--- config.mk ---
export PLATFORM = sky130hd
export DESIGN_NAME = manifold_pressure_gradient_check_unit
export DESIGN_NICKNAME = d
export VERILOG_FILES = /design/src/rtl/mpgc_pkg.sv /design/src/rtl/manifold_pressure_gradient_check_unit.sv
export SDC_FILE = /design/constraint.sdc
export NUM_CORES = 1
export LEC_CHECK = 0
export ABC_AREA = 1
export BUFFER_PORTS_ARGS = -buffer_cell sky130_fd_sc_hd__buf_2
export CORE_UTILIZATION = 60
export CTS_CLUSTER_DIAMETER = 40
export DETAILED_ROUTE_END_ITERATION = 7
export PLACE_DENSITY_LB_ADDON = 0.08
export SLEW_MARGIN = 20
export SYNTH_ARGS = -nofsm -noshare
export SYNTH_HDL_FRONTEND = slang
export SYNTH_SLANG_ARGS = --single-unit
export TNS_END_PERCENT = 1
--- constraint.sdc ---
create_clock -name clk -period 10.09 [get_ports clk]
set_input_delay 0.5045 -clock clk [delete_from_list [all_inputs] [get_ports clk]]
set_output_delay 0.5045 -clock clk [all_outputs]
set_load 0.03 [all_outputs]
--- src/rtl/mpgc_pkg.sv ---
`timescale 1ns / 1ps

package mpgc_pkg;

  typedef enum logic [2:0] {
    ST_IDLE,
    ST_MUL,
    ST_DIV,
    ST_ADJ,
    ST_TSC,
    ST_RCP,
    ST_FIN
  } state_t;

  typedef enum logic [1:0] {
    CFG_GAIN      = 2'd0,
    CFG_OFFSET    = 2'd1,
    CFG_WINDOW    = 2'd2,
    CFG_THRESHOLD = 2'd3
  } cfg_idx_t;

  localparam logic [15:0] FALLBACK_RAW = 16'hFFFF;
  localparam logic [15:0] FALLBACK_DEN = 16'd1;
  localparam logic [12:0] PRESS_MAX    = 13'd6000;
  localparam logic signed [33:0] Q_LIMIT = 34'sd75000;
  localparam logic signed [21:0] SCALE_RND = 22'sd125;
  // ceil(2^29 / 250); exact floor(t / 250) for 0 < t < 2^21
  localparam logic [21:0] RECIP_M      = 22'd2147484;
  localparam int          RECIP_SHIFT  = 29;
  localparam int          DIV_STEPS    = 32;
  localparam int          DIV_CNT_W    = $clog2(DIV_STEPS);

endpackage

--- src/rtl/manifold_pressure_gradient_check_unit.sv ---
`timescale 1ns / 1ps
// Sequence: a sample item passes the multiply, divide (a 32-step restoring
// divider), adjust, scale, reciprocal and finish steps to out_valid; a restart item
// goes straight to finish. Only one item is in flight at a time; in_stall is high from
// acceptance until the result is written to the output register, which then frees
// the input. A stalled result holds the finish step.
// Reset (rst_n low, synchronous): configuration registers, window counter, reference and fault clear.
module manifold_pressure_gradient_check_unit (
  input  logic        clk,
  input  logic        rst_n,
  input  logic        in_valid,
  output logic        in_stall,
  input  logic        in_req_type,
  input  logic [15:0] in_raw_pressure,
  input  logic [15:0] in_supply_voltage,
  output logic        out_valid,
  input  logic        out_stall,
  output logic [12:0] out_pressure,
  output logic [12:0] out_reference_pressure,
  output logic [7:0]  out_window_position,
  output logic        out_gradient_fault,
  output logic        out_check_done,
  input  logic        cfg_valid,
  output logic        cfg_ready,
  input  logic [1:0]  cfg_index,
  input  logic [15:0] cfg_data
);

  mpgc_pkg::state_t state_r, state_nxt;

  logic [15:0]        gain_r;
  logic signed [15:0] offset_r;
  logic [7:0]         wlen_r;
  logic [7:0]         thr_r;

  logic [7:0]  wcount_r;
  logic [12:0] ref_r;
  logic [12:0] last_r;
  logic        fault_r;

  logic        req_r;
  logic [15:0] num_r;
  logic [15:0] den_r;
  logic [31:0] quo_r;
  logic [15:0] rem_r;
  logic [mpgc_pkg::DIV_CNT_W-1:0] cnt_r;
  logic        sat_r;
  logic signed [17:0] s_r;
  logic signed [21:0] t_r;
  logic [42:0] prod_r;

  logic        out_valid_r;
  logic [12:0] out_press_r;
  logic [12:0] out_ref_r;
  logic [7:0]  out_wpos_r;
  logic        out_fault_r;
  logic        out_done_r;

  logic accept;
  logic fin_go;
  logic is_rcp;

  // shared multiplier: gain product first, reciprocal scaling later
  logic [20:0] mul_a;
  logic [21:0] mul_b;
  logic [42:0] mul_p;

  logic [16:0] rem_sh;
  logic        rem_ge;
  logic signed [33:0] s_full;
  logic signed [21:0] s_ext;
  logic signed [21:0] t_calc;
  logic        t_pos;

  logic [12:0] p_new;
  logic [7:0]  wc_new;
  logic [12:0] ref_new;
  logic [12:0] diff;
  logic        check;

  assign cfg_ready = 1'b1;
  assign accept    = in_valid && !in_stall;

  // next state
  always_comb begin
    state_nxt = state_r;
    unique case (state_r)
      mpgc_pkg::ST_IDLE: begin
        if (accept) state_nxt = in_req_type ? mpgc_pkg::ST_FIN : mpgc_pkg::ST_MUL;
      end
      mpgc_pkg::ST_MUL: state_nxt = mpgc_pkg::ST_DIV;
      mpgc_pkg::ST_DIV: begin
        if (cnt_r == mpgc_pkg::DIV_CNT_W'(mpgc_pkg::DIV_STEPS - 1)) state_nxt = mpgc_pkg::ST_ADJ;
      end
      mpgc_pkg::ST_ADJ: state_nxt = mpgc_pkg::ST_TSC;
      mpgc_pkg::ST_TSC: state_nxt = mpgc_pkg::ST_RCP;
      mpgc_pkg::ST_RCP: state_nxt = mpgc_pkg::ST_FIN;
      mpgc_pkg::ST_FIN: begin
        if (fin_go) state_nxt = mpgc_pkg::ST_IDLE;
      end
      default: state_nxt = mpgc_pkg::ST_IDLE;
    endcase
  end

  // sequencer outputs
  always_comb begin
    in_stall = 1'b1;
    fin_go   = 1'b0;
    is_rcp   = 1'b0;
    unique case (state_r)
      mpgc_pkg::ST_IDLE: in_stall = 1'b0;
      mpgc_pkg::ST_RCP:  is_rcp = 1'b1;
      mpgc_pkg::ST_FIN:  fin_go = !out_valid_r || !out_stall;
      default: ;
    endcase
  end

  assign mul_a = is_rcp ? t_r[20:0] : {5'b0, num_r};
  assign mul_b = is_rcp ? mpgc_pkg::RECIP_M : {6'b0, gain_r};
  assign mul_p = {22'b0, mul_a} * {21'b0, mul_b};

  assign rem_sh = {rem_r, quo_r[31]};
  assign rem_ge = rem_sh >= {1'b0, den_r};

  assign s_full = $signed({2'b0, quo_r}) + 34'(offset_r);
  assign s_ext  = 22'(s_r);
  assign t_calc = (s_ext <<< 4) + (s_ext <<< 2) + mpgc_pkg::SCALE_RND;
  assign t_pos  = !t_r[21] && (t_r != '0);

  // window bookkeeping, evaluated at the finish step
  always_comb begin
    p_new = sat_r ? mpgc_pkg::PRESS_MAX
          : (t_pos ? prod_r[mpgc_pkg::RECIP_SHIFT+12:mpgc_pkg::RECIP_SHIFT] : 13'd0);
    wc_new  = (wcount_r >= wlen_r) ? 8'd0 : wcount_r + 8'd1;
    ref_new = (wc_new == 8'd0) ? p_new : ref_r;
    diff    = (ref_new >= p_new) ? ref_new - p_new : p_new - ref_new;
    check   = (wc_new == wlen_r);
  end

  always_ff @(posedge clk) begin
    if (!rst_n) begin
      state_r     <= mpgc_pkg::ST_IDLE;
      gain_r      <= '0;
      offset_r    <= '0;
      wlen_r      <= '0;
      thr_r       <= '0;
      wcount_r    <= '0;
      ref_r       <= '0;
      last_r      <= '0;
      fault_r     <= 1'b0;
      out_valid_r <= 1'b0;
      cnt_r       <= '0;
    end else begin
      state_r <= state_nxt;

      if (cfg_valid && cfg_ready) begin
        unique case (mpgc_pkg::cfg_idx_t'(cfg_index))
          mpgc_pkg::CFG_GAIN:      gain_r   <= cfg_data;
          mpgc_pkg::CFG_OFFSET:    offset_r <= $signed(cfg_data);
          mpgc_pkg::CFG_WINDOW:    wlen_r   <= cfg_data[7:0];
          mpgc_pkg::CFG_THRESHOLD: thr_r    <= cfg_data[7:0];
          default: ;
        endcase
      end

      if (out_valid_r && !out_stall) out_valid_r <= 1'b0;

      if (state_r == mpgc_pkg::ST_MUL) cnt_r <= '0;
      else if (state_r == mpgc_pkg::ST_DIV) cnt_r <= cnt_r + 1'b1;

      if (fin_go) begin
        out_valid_r <= 1'b1;
        if (req_r) begin
          wcount_r <= '0;
        end else begin
          wcount_r <= wc_new;
          last_r   <= p_new;
          ref_r    <= ref_new;
          if (check) fault_r <= (diff > {5'b0, thr_r});
        end
      end
    end
  end

  // payload and datapath registers
  always_ff @(posedge clk) begin
    if (accept) begin
      req_r <= in_req_type;
      num_r <= (in_supply_voltage == '0) ? mpgc_pkg::FALLBACK_RAW : in_raw_pressure;
      den_r <= (in_supply_voltage == '0) ? mpgc_pkg::FALLBACK_DEN : in_supply_voltage;
    end
    unique case (state_r)
      mpgc_pkg::ST_MUL: begin
        quo_r <= mul_p[31:0];
        rem_r <= '0;
      end
      mpgc_pkg::ST_DIV: begin
        rem_r <= rem_ge ? 16'(rem_sh - {1'b0, den_r}) : rem_sh[15:0];
        quo_r <= {quo_r[30:0], rem_ge};
      end
      mpgc_pkg::ST_ADJ: begin
        sat_r <= s_full > mpgc_pkg::Q_LIMIT;
        s_r   <= s_full[17:0];
      end
      mpgc_pkg::ST_TSC: t_r <= t_calc;
      mpgc_pkg::ST_RCP: prod_r <= mul_p;
      default: ;
    endcase
    if (fin_go) begin
      if (req_r) begin
        out_press_r <= last_r;
        out_ref_r   <= ref_r;
        out_wpos_r  <= '0;
        out_fault_r <= fault_r;
        out_done_r  <= 1'b0;
      end else begin
        out_press_r <= p_new;
        out_ref_r   <= ref_new;
        out_wpos_r  <= wc_new;
        out_fault_r <= check ? (diff > {5'b0, thr_r}) : fault_r;
        out_done_r  <= check;
      end
    end
  end

  assign out_valid              = out_valid_r;
  assign out_pressure           = out_press_r;
  assign out_reference_pressure = out_ref_r;
  assign out_window_position    = out_wpos_r;
  assign out_gradient_fault     = out_fault_r;
  assign out_check_done         = out_done_r;

endmodule

Word-level counts from Yosys, hierarchy flattened
Cells that the tools add are included.
W data, S select, Z words.
{"block": "classes", "n_addsub": 8, "n_mul": 1, "order_cmp": 5, "eq_ne": 14, "muxes": 25, "n_bitwise": 1, "reduce_logical": 20}
{"op": "$mux W13", "count": 6}
{"op": "$pmux W32 S2", "count": 1}
{"op": "$mul A21 B22 Y42", "count": 1}
{"op": "$add A33 B16 Y34", "count": 1}
{"op": "$gt A34 B18 Y1 const B", "count": 1}
{"op": "$pmux W16 S2", "count": 1}
{"op": "$sub A13 B13 Y13", "count": 2}
{"op": "$add A22 B20 Y22", "count": 1}
{"op": "$add A22 B8 Y22 const B", "count": 1}
{"op": "$mux W22", "count": 1}
{"op": "$reduce_bool A22 Y1", "count": 1}
{"op": "$mux W21", "count": 1}
{"op": "$pmux W3 S7", "count": 1}
{"op": "$ge A17 B16 Y1", "count": 1}
{"op": "$logic_not A16 Y1", "count": 1}
{"op": "$mux W16", "count": 1}
{"op": "$mux W8", "count": 2}
{"op": "$sub A16 B16 Y16", "count": 1}
{"op": "$ge A13 B13 Y1", "count": 1}
{"op": "$gt A13 B8 Y1", "count": 1}
{"op": "$mux W3", "count": 4}
{"op": "$eq A3 B3 Y1 const B", "count": 3}
{"op": "$add A8 B1 Y8 const B", "count": 1}
{"op": "$eq A8 B8 Y1", "count": 1}
{"op": "other kinds (20)", "count": 38}
{"block": "totals", "reg_bits": 292, "input_bits": 56, "out_inout_bits": 39, "elab_cells": 99}

Longest topological paths before layout
Gate-level depths: netlist of run 1.
{"block": "logic_depth", "depth_word": 10, "depth_mapped": 40, "depth_no_buf": 38}

Worst setup path after synthesis of run 1
OpenSTA, ideal clock, no wires.
{"block": "synth_timing", "kind": "flip-flop to flip-flop", "startpoint": "register state_r[0]", "endpoint": "register prod_r[29] (data pin)", "setup_time_ns": 0.255, "t_arrival_ns": 7.025, "t_required_ns": 9.835, "path_slack_ns": 2.811, "path_stages_with_launch": 32, "path_buffers": 2, "period_less_slack_ns": 7.279, "cell_sequence": "dfxtp_1 > inv_1 > nor2_1 > inv_1 > nor2_1 > inv_1 > clkbuf_1 > clkbuf_1 > nand2_1 > inv_1 > nor2_1 > fa_1 > fa_1 > inv_1 > fa_1 > inv_1 > fa_1 > fa_1 > fa_1 > inv_1 > fa_1 > inv_1 > ha_1 > nand2_1 > inv_1 > a21oi_1 > o21ai_0 > or2_2 > a21oi_1 > o21bai_1 > or2_2 > and2_1"}
{"block": "synth_between", "elab_chain_cells": 4, "elab_cells_between_ends": 5, "cone_classes": "mul: 1; eq/ne: 1; mux: 3"}
{"element": "from (decl)", "line": "manifold_pressure_gradient_check_unit.sv:29", "text": "mpgc_pkg::state_t state_r, state_nxt;"}
{"element": "from (signal assigned)", "line": "manifold_pressure_gradient_check_unit.sv:142", "text": "state_r <= mpgc_pkg::ST_IDLE;"}
{"element": "from (signal assigned)", "line": "manifold_pressure_gradient_check_unit.sv:154", "text": "state_r <= state_nxt;"}
{"element": "$eq A3 B3 Y1 (*)", "line": "manifold_pressure_gradient_check_unit.sv:110", "text": "unique case (state_r)"}
{"element": "$mux W1 (*)", "line": "manifold_pressure_gradient_check_unit.sv:110"}
{"element": "$mux W21 or $mux W22 (tied branches)", "line": "manifold_pressure_gradient_check_unit.sv:118, manifold_pressure_gradient_check_unit.sv:119"}
{"element": "$mul A21 B22 Y42 (*)", "line": "manifold_pressure_gradient_check_unit.sv:120", "text": "assign mul_p = {22'b0, mul_a} * {21'b0, mul_b};"}
{"element": "net mul_p[29]", "line": "manifold_pressure_gradient_check_unit.sv:66", "text": "logic [42:0] mul_p;"}
{"element": "to (signal assigned)", "line": "manifold_pressure_gradient_check_unit.sv:206", "text": "mpgc_pkg::ST_RCP: prod_r <= mul_p;"}
{"element": "to (decl)", "line": "manifold_pressure_gradient_check_unit.sv:50", "text": "logic [42:0] prod_r;"}
Mark *: on every way through the listed nets, which the timed path passes. The rest lies on a longest branch.
A chain may end at the register's enable or synchronous reset.

Worst setup path after layout of run 1
Same ends and word-level chain as after synthesis.

==> results.cfg, run 1 <==
[run_status]
status = complete, no violations

[pwr]
finalPower_mw = 10.4
powerDensity_nw_per_um2 = 329
ir_drop_mv = 0.216
p_leak_nw = 16.6

[timing]
max_clock_freq_ghz = 0.109
slew_headroom_pct = 26.1
hold_viol = 0
fin_crit_sh_pct = 90.7
finalSetupViolations = 0
fin_tns_setup_ps = 0
worst_slew_pin_slew_ps = 1110
rsz0062_at_grt = false
period_needed_ps = 9150
fin_skew_ps = 30.0
drv_slew = 0
finalWorstSetupSlack_ps = 943

[routing]
route.antenna.remaining_nets = 0
wire_per_inst_microns = 18.7
drtPass1Iterations = 6
wl_microns = 85700
vias = 24946
drt_iter0_drc = 2312
route.detailed.drc = 0
vias_per_cell = 5.45

[critical_path]
cpMostUsedCell = fa_1
slowest_stage = clkinv_1
endpoint_kind = register
start_kind = register
reg2regPathDepth = 28
required_ps = 10400
critPathMaxFanout = 34
max_stage_delay_ps = 780
worstReg2RegStart = state_r[0]
rr_endpoint = prod_r[29]
path_class = reg -> reg
r2r_setup_slack_ps = 940
cp.arrival_ps = 9460

[global_routing]
grt_pass1_vias = 24043
track_usage_pct = 35.5
antenna_found_initial = 0
overflow = 0
grt_max_degree = 76
grt_pass1_wl_microns = 134000

[die]
dieHeight_microns = 222
start_util_pct = 61.0
num_io_pins = 95
die_area_sq_um = 49400
rows = 80
core-area_sq_um = 47700
die_x_microns = 222

[logic_synthesis]
yosys_warnings = 0
ys_seq_area_share_pct = 23.8
ys_types = 54
synth.avg_cell_area_sq_um = 7.64
synth_area_sq_um = 29100
syn_inst = 3808
ys_ff_latch = 261

[flow_run]
maxCapViolCount = 0

[clock_network]
cts_tree = built
post_cts_resized = 0
cts_buffer_depth = 3
cts_hold_buf = 0
clock_latency_ps = 580
post_cts_buffers = 0
clkSinkCount = 261
clock-root-buffer = clkbuf_16
cts_buffers = 43
cts_max_level = 2
clk_pin_slew_worst_paths_ps = 50

[min_path]
hp-class = in -> reg
hold_depth = 1
worstHoldStart = in_supply_voltage[2]
worstHoldEndpoint = den_r[2]

[placed_design]
routabilityCongestion = 1.01
port_buffers = 93
dp_slack_ps = 1400
dp_cells = 4497
hpwl_microns = 70600

[cells_and_area]
drive_above_1_share_pct = 6.06
final_common_cell = nand2_1
areaGrowthSynthToFinish_pct = 9.06
mostFrequentLayoutCells = nand2_1, inv_1, nor2_1
diodes = 0
final_cells = 4577
nets = 4556
[critical path, delay by kind of cell, from the launching register on]
family                     cells  cell delay, ps
AOI/OAI and AO/OA              4             670
adders and majority gates      8            3990
buffers and inverters          8            1720
DFF                            1             410
and+or+nand+nor                8            2040
[synth_stat cells, drive strengths merged]
cell type | instances | area (sq um)
or2 | 17 | 106
nand4 | 26 | 178
o21a | 7 | 52.6
and3 | 1 | 6.26
conb | 2 | 7.51
a2111oi | 1 | 8.76
a221oi | 3 | 26.3
inv | 811 | 3040
ha | 291 | 3640
xnor2 | 32 | 280
buf | 18 | 88.8
nand2 | 887 | 3360
o221ai | 1 | 8.76
a21o | 10 | 75.1
o31ai | 2 | 15.0
nand3 | 159 | 858
clkbuf | 62 | 235
o21ai | 186 | 935
a21oi | 191 | 960
o2111ai | 3 | 26.3
a21boi | 7 | 52.6
and2 | 9 | 56.3
nor2 | 397 | 1500
nand3b | 12 | 93.8
clkinv | 13 | 48.8
o22ai | 1 | 6.26
o211a | 2 | 20.0
fa | 282 | 5650
xor2 | 43 | 377
edfxtp | 169 | 5070
mux2i | 2 | 20.0
nor4 | 9 | 56.3
o211ai | 3 | 22.5
nor3 | 21 | 128
a211oi | 6 | 45.0
a31oi | 15 | 93.8
o21bai | 15 | 113
dfxtp | 92 | 1840
[routing by layer]
layer	vias up	GRT usage [%]	share of wire, %
met4	0	12.0	3.5
met2	965	53.7	43
li1	12045	-	-
met3	151	5.70	8.7
met1	11785	51.7	45
met5	-	0	0
[cell families after synthesis]
family	after synthesis	share of synthesized area (%)
compound gates	453	8.45
xor+xnor	75	2.26
fa+ha+maj	573	31.9
buf+inv	904	11.7
flops	261	23.8
mux	2	0.0688
other cells	2	0.0258
simple gates	1538	21.8
[through the flow]
step / hold slack, ps / area [sq um] / utilization, %
finish: 130 / 31700 / 66.5
global route: 116 / 31700 / 66.5
CTS: 104 / 31700 / 66.5
detailed placement: 453 / 30300 / 63.5
global placement: 448 / 30300 / 63.5
floorplan: 428 / 29300 / -
[layout make-up]
cell class	count	area, sq um
fill	4335	16000
timing repair buffer	109	586
clock inverter	32	312
tap	615	769
inverter	824	3090
multi-input combinational	2688	19000
clock buffer	48	1090
sequential	261	6920
[worst max-delay path by stage]
stage,slack (ps),start,to
detailed placement,1400,state_r[0],quo_r[29]
global route,470,state_r[0],prod_r[29]
floorplan,2810,state_r[0],prod_r[29]
finish,940,state_r[0],prod_r[29]
CTS,1330,state_r[0],quo_r[29]
global placement,1500,state_r[0],quo_r[29]
[power by group]
part	internal, mW	switching (mW)
Sequential	1.59	0.206
Clock	0.876	0.567
Combinational	2.45	4.75
[registers in the layout, summed over array words and instances, names as in the netlist, 3 cells and up]
signal / count
quo_r: 32
t_r: 20
s_r: 18
den_r: 16
gain_r: 16
num_r: 16
offset_r: 16
rem_r: 16
last_r: 13
out_pressure: 13
out_reference_pressure: 13
prod_r: 13
ref_r: 13
out_window_position: 8
thr_r: 8
wcount_r: 8
wlen_r: 8
cnt_r: 5
state_r: 3
Power figures use the tool's default switching activity.
==> inputs of run 2 (changes only) <==
--- a/config.mk
+++ b/config.mk
@@ -10,7 +10,7 @@
 export CORE_UTILIZATION = 60
 export CTS_CLUSTER_DIAMETER = 40
 export DETAILED_ROUTE_END_ITERATION = 7
-export PLACE_DENSITY_LB_ADDON = 0.08
+export PLACE_DENSITY = 0.77
 export SLEW_MARGIN = 20
 export SYNTH_ARGS = -nofsm -noshare
 export SYNTH_HDL_FRONTEND = slang
==> run 2 against run 1 <==
Worst hold slack lost 3.7 ps. Cell area is 0.48% higher. Cell count hardly changed. Largest cell class unchanged. First-iteration DRC count rose by 2.8%. Via count increased by 0.80%. Sequential share of layout area decreased by 0.10 points. Die area unchanged. Power rose by 1.1%. Count of clock-buffer cells in the layout grew 6.
==> results.cfg, run 2 (synthesized netlist as in run 1, its figures left out) <==
[clock_network]
cts_hold_buf = 0
clkSinkCount = 261
clk_pin_slew_worst_paths_ps = 60
clock-root-buffer = clkbuf_16
cts_tree = built
post_cts_buffers = 0
post_cts_resized = 0
clock_latency_ps = 580
cts_buffer_depth = 3
cts_max_level = 2
cts_buffers = 45

[routing]
drt_iter0_drc = 2377
wire_per_inst_microns = 18.4
route.detailed.drc = 0
vias = 25145
route.antenna.remaining_nets = 0
wl_microns = 84300
drtPass1Iterations = 6
vias_per_cell = 5.49

[cells_and_area]
diodes = 0
fillers = 4145
largest_reg_flops = 32
reg_top3 = quo_r (32), t_r (20), s_r (18)
drive_above_1_share_pct = 6.03
mostFrequentLayoutCells = nand2_1, inv_1, nor2_1
fin_util_pct = 66.8
regMostFlops = quo_r
areaGrowthSynthToFinish_pct = 9.58
postLayoutCellArea_sq_um = 31900
final_common_cell = nand2_1
nets = 4554

[critical_path]
worstReg2RegStart = state_r[0]
critPathTopFamily = adder cells
cp_num_buf_inv = 9
required_ps = 10410
r2r_setup_slack_ps = 1360
reg2regPathDepth = 31
slowest_stage = inv_1
critPathMaxFanout = 34
cpMostUsedCell = inv_1
path_class = reg -> reg
rr_endpoint = quo_r[29]
endpoint_kind = register
cp.arrival_ps = 9050
max_stage_delay_ps = 780
start_kind = register

[timing]
fin_skew_ps = 24.5
rsz0062_at_grt = false
fin_crit_sh_pct = 86.5
fin_tns_setup_ps = 0
finalSetupViolations = 0
slew_headroom_pct = 23.8
hold_viol = 0
period_needed_ps = 8730
max_clock_freq_ghz = 0.115
drv_slew = 0
worst_slew_pin_slew_ps = 1140

[pwr]
finalPower_mw = 10.6
ir_drop_mv = 0.314
p_leak_nw = 16.7
powerDensity_nw_per_um2 = 331

[global_routing]
grt_pass1_wl_microns = 133000
track_usage_pct = 35.0
antenna_found_initial = 0
met1_usage_pct = 50.0
top_usage_layer = met2
overflow = 0
met2_usage_pct = 54.2
grt_use_met3_pct = 6.31
grt_max_degree = 76
grt_pass1_vias = 24299

[die]
die_x_microns = 222
die_area_sq_um = 49400
rows = 80
dieHeight_microns = 222
num_io_pins = 95
start_util_pct = 61.0
core-area_sq_um = 47700

[min_path]
worstHoldStart = in_supply_voltage[13]
hold_depth = 1
worstHoldEndpoint = den_r[13]
hp-class = in -> reg

[placed_design]
hpwl_microns = 69900
routabilityCongestion = 1.09
placed_area_sq_um = 30300
port_buffers = 93

[flow_run]
maxCapViolCount = 0

[run_status]
status = complete, no violations
## run 2: worst reg2reg max path, delay by kind of cell (launching register included)
family                   cells  cell delay [ps]
AO/OA/AOI/OAI                5             1260
adder cells (fa/ha/maj)      8             4010
AND/OR/NAND/NOR              9             1200
buffers and inverters        9             1640
flip-flops                   1              350
## run 2: per-layer routing
layer / up-vias / wire (microns)
met5: - / 0
met4: 0 / 2910
met3: 162 / 7340
met2: 1091 / 37000
met1: 11838 / 37100
li1: 12054 / -
## run 2: power breakdown
part           internal [mW]  switching [mW]
combinational           2.44            4.77
clock                  0.976           0.590
sequential              1.59           0.198
total                   5.00            5.56
## run 2: worst max-delay path by stage
| stage | from | end | slack, ps | cells after the start |
|---|---|---|---|---|
| 2_1_floorplan | state_r[0] | prod_r[29] | 2810 | 31 |
| 3_3_place_gp | state_r[0] | quo_r[31] | 1620 | 29 |
| 3_5_place_dp | state_r[0] | prod_r[29] | 1520 | 30 |
| 4_1_cts | state_r[0] | prod_r[29] | 1470 | 30 |
| 5_1_grt | state_r[0] | prod_r[29] | 870 | 30 |
| 6_report | state_r[0] | quo_r[29] | 1360 | 31 |
## run 2: final cells by class
| class | count | area [sq um] | area share [%] |
|---|---|---|---|
| Clock inverter | 29 | 320 | 1.00 |
| Multi-Input combinational cell | 2688 | 19000 | 59.5 |
| Inverter | 824 | 3090 | 9.70 |
| Clock buffer | 54 | 1240 | 3.90 |
| Sequential cell | 261 | 6920 | 21.7 |
| Timing Repair Buffer | 105 | 576 | 1.80 |
| Tap cell | 615 | 769 | 2.41 |
## run 2: through the flow
stage               hold slack, ps  setup WS (ps)  std cells
detailed placement             454           1520       4492
finish                         126           1360       4576
global placement               449           1620       4492
global route                   106            867       4576
CTS                            100           1470       4575
floorplan                      428           2810       3853
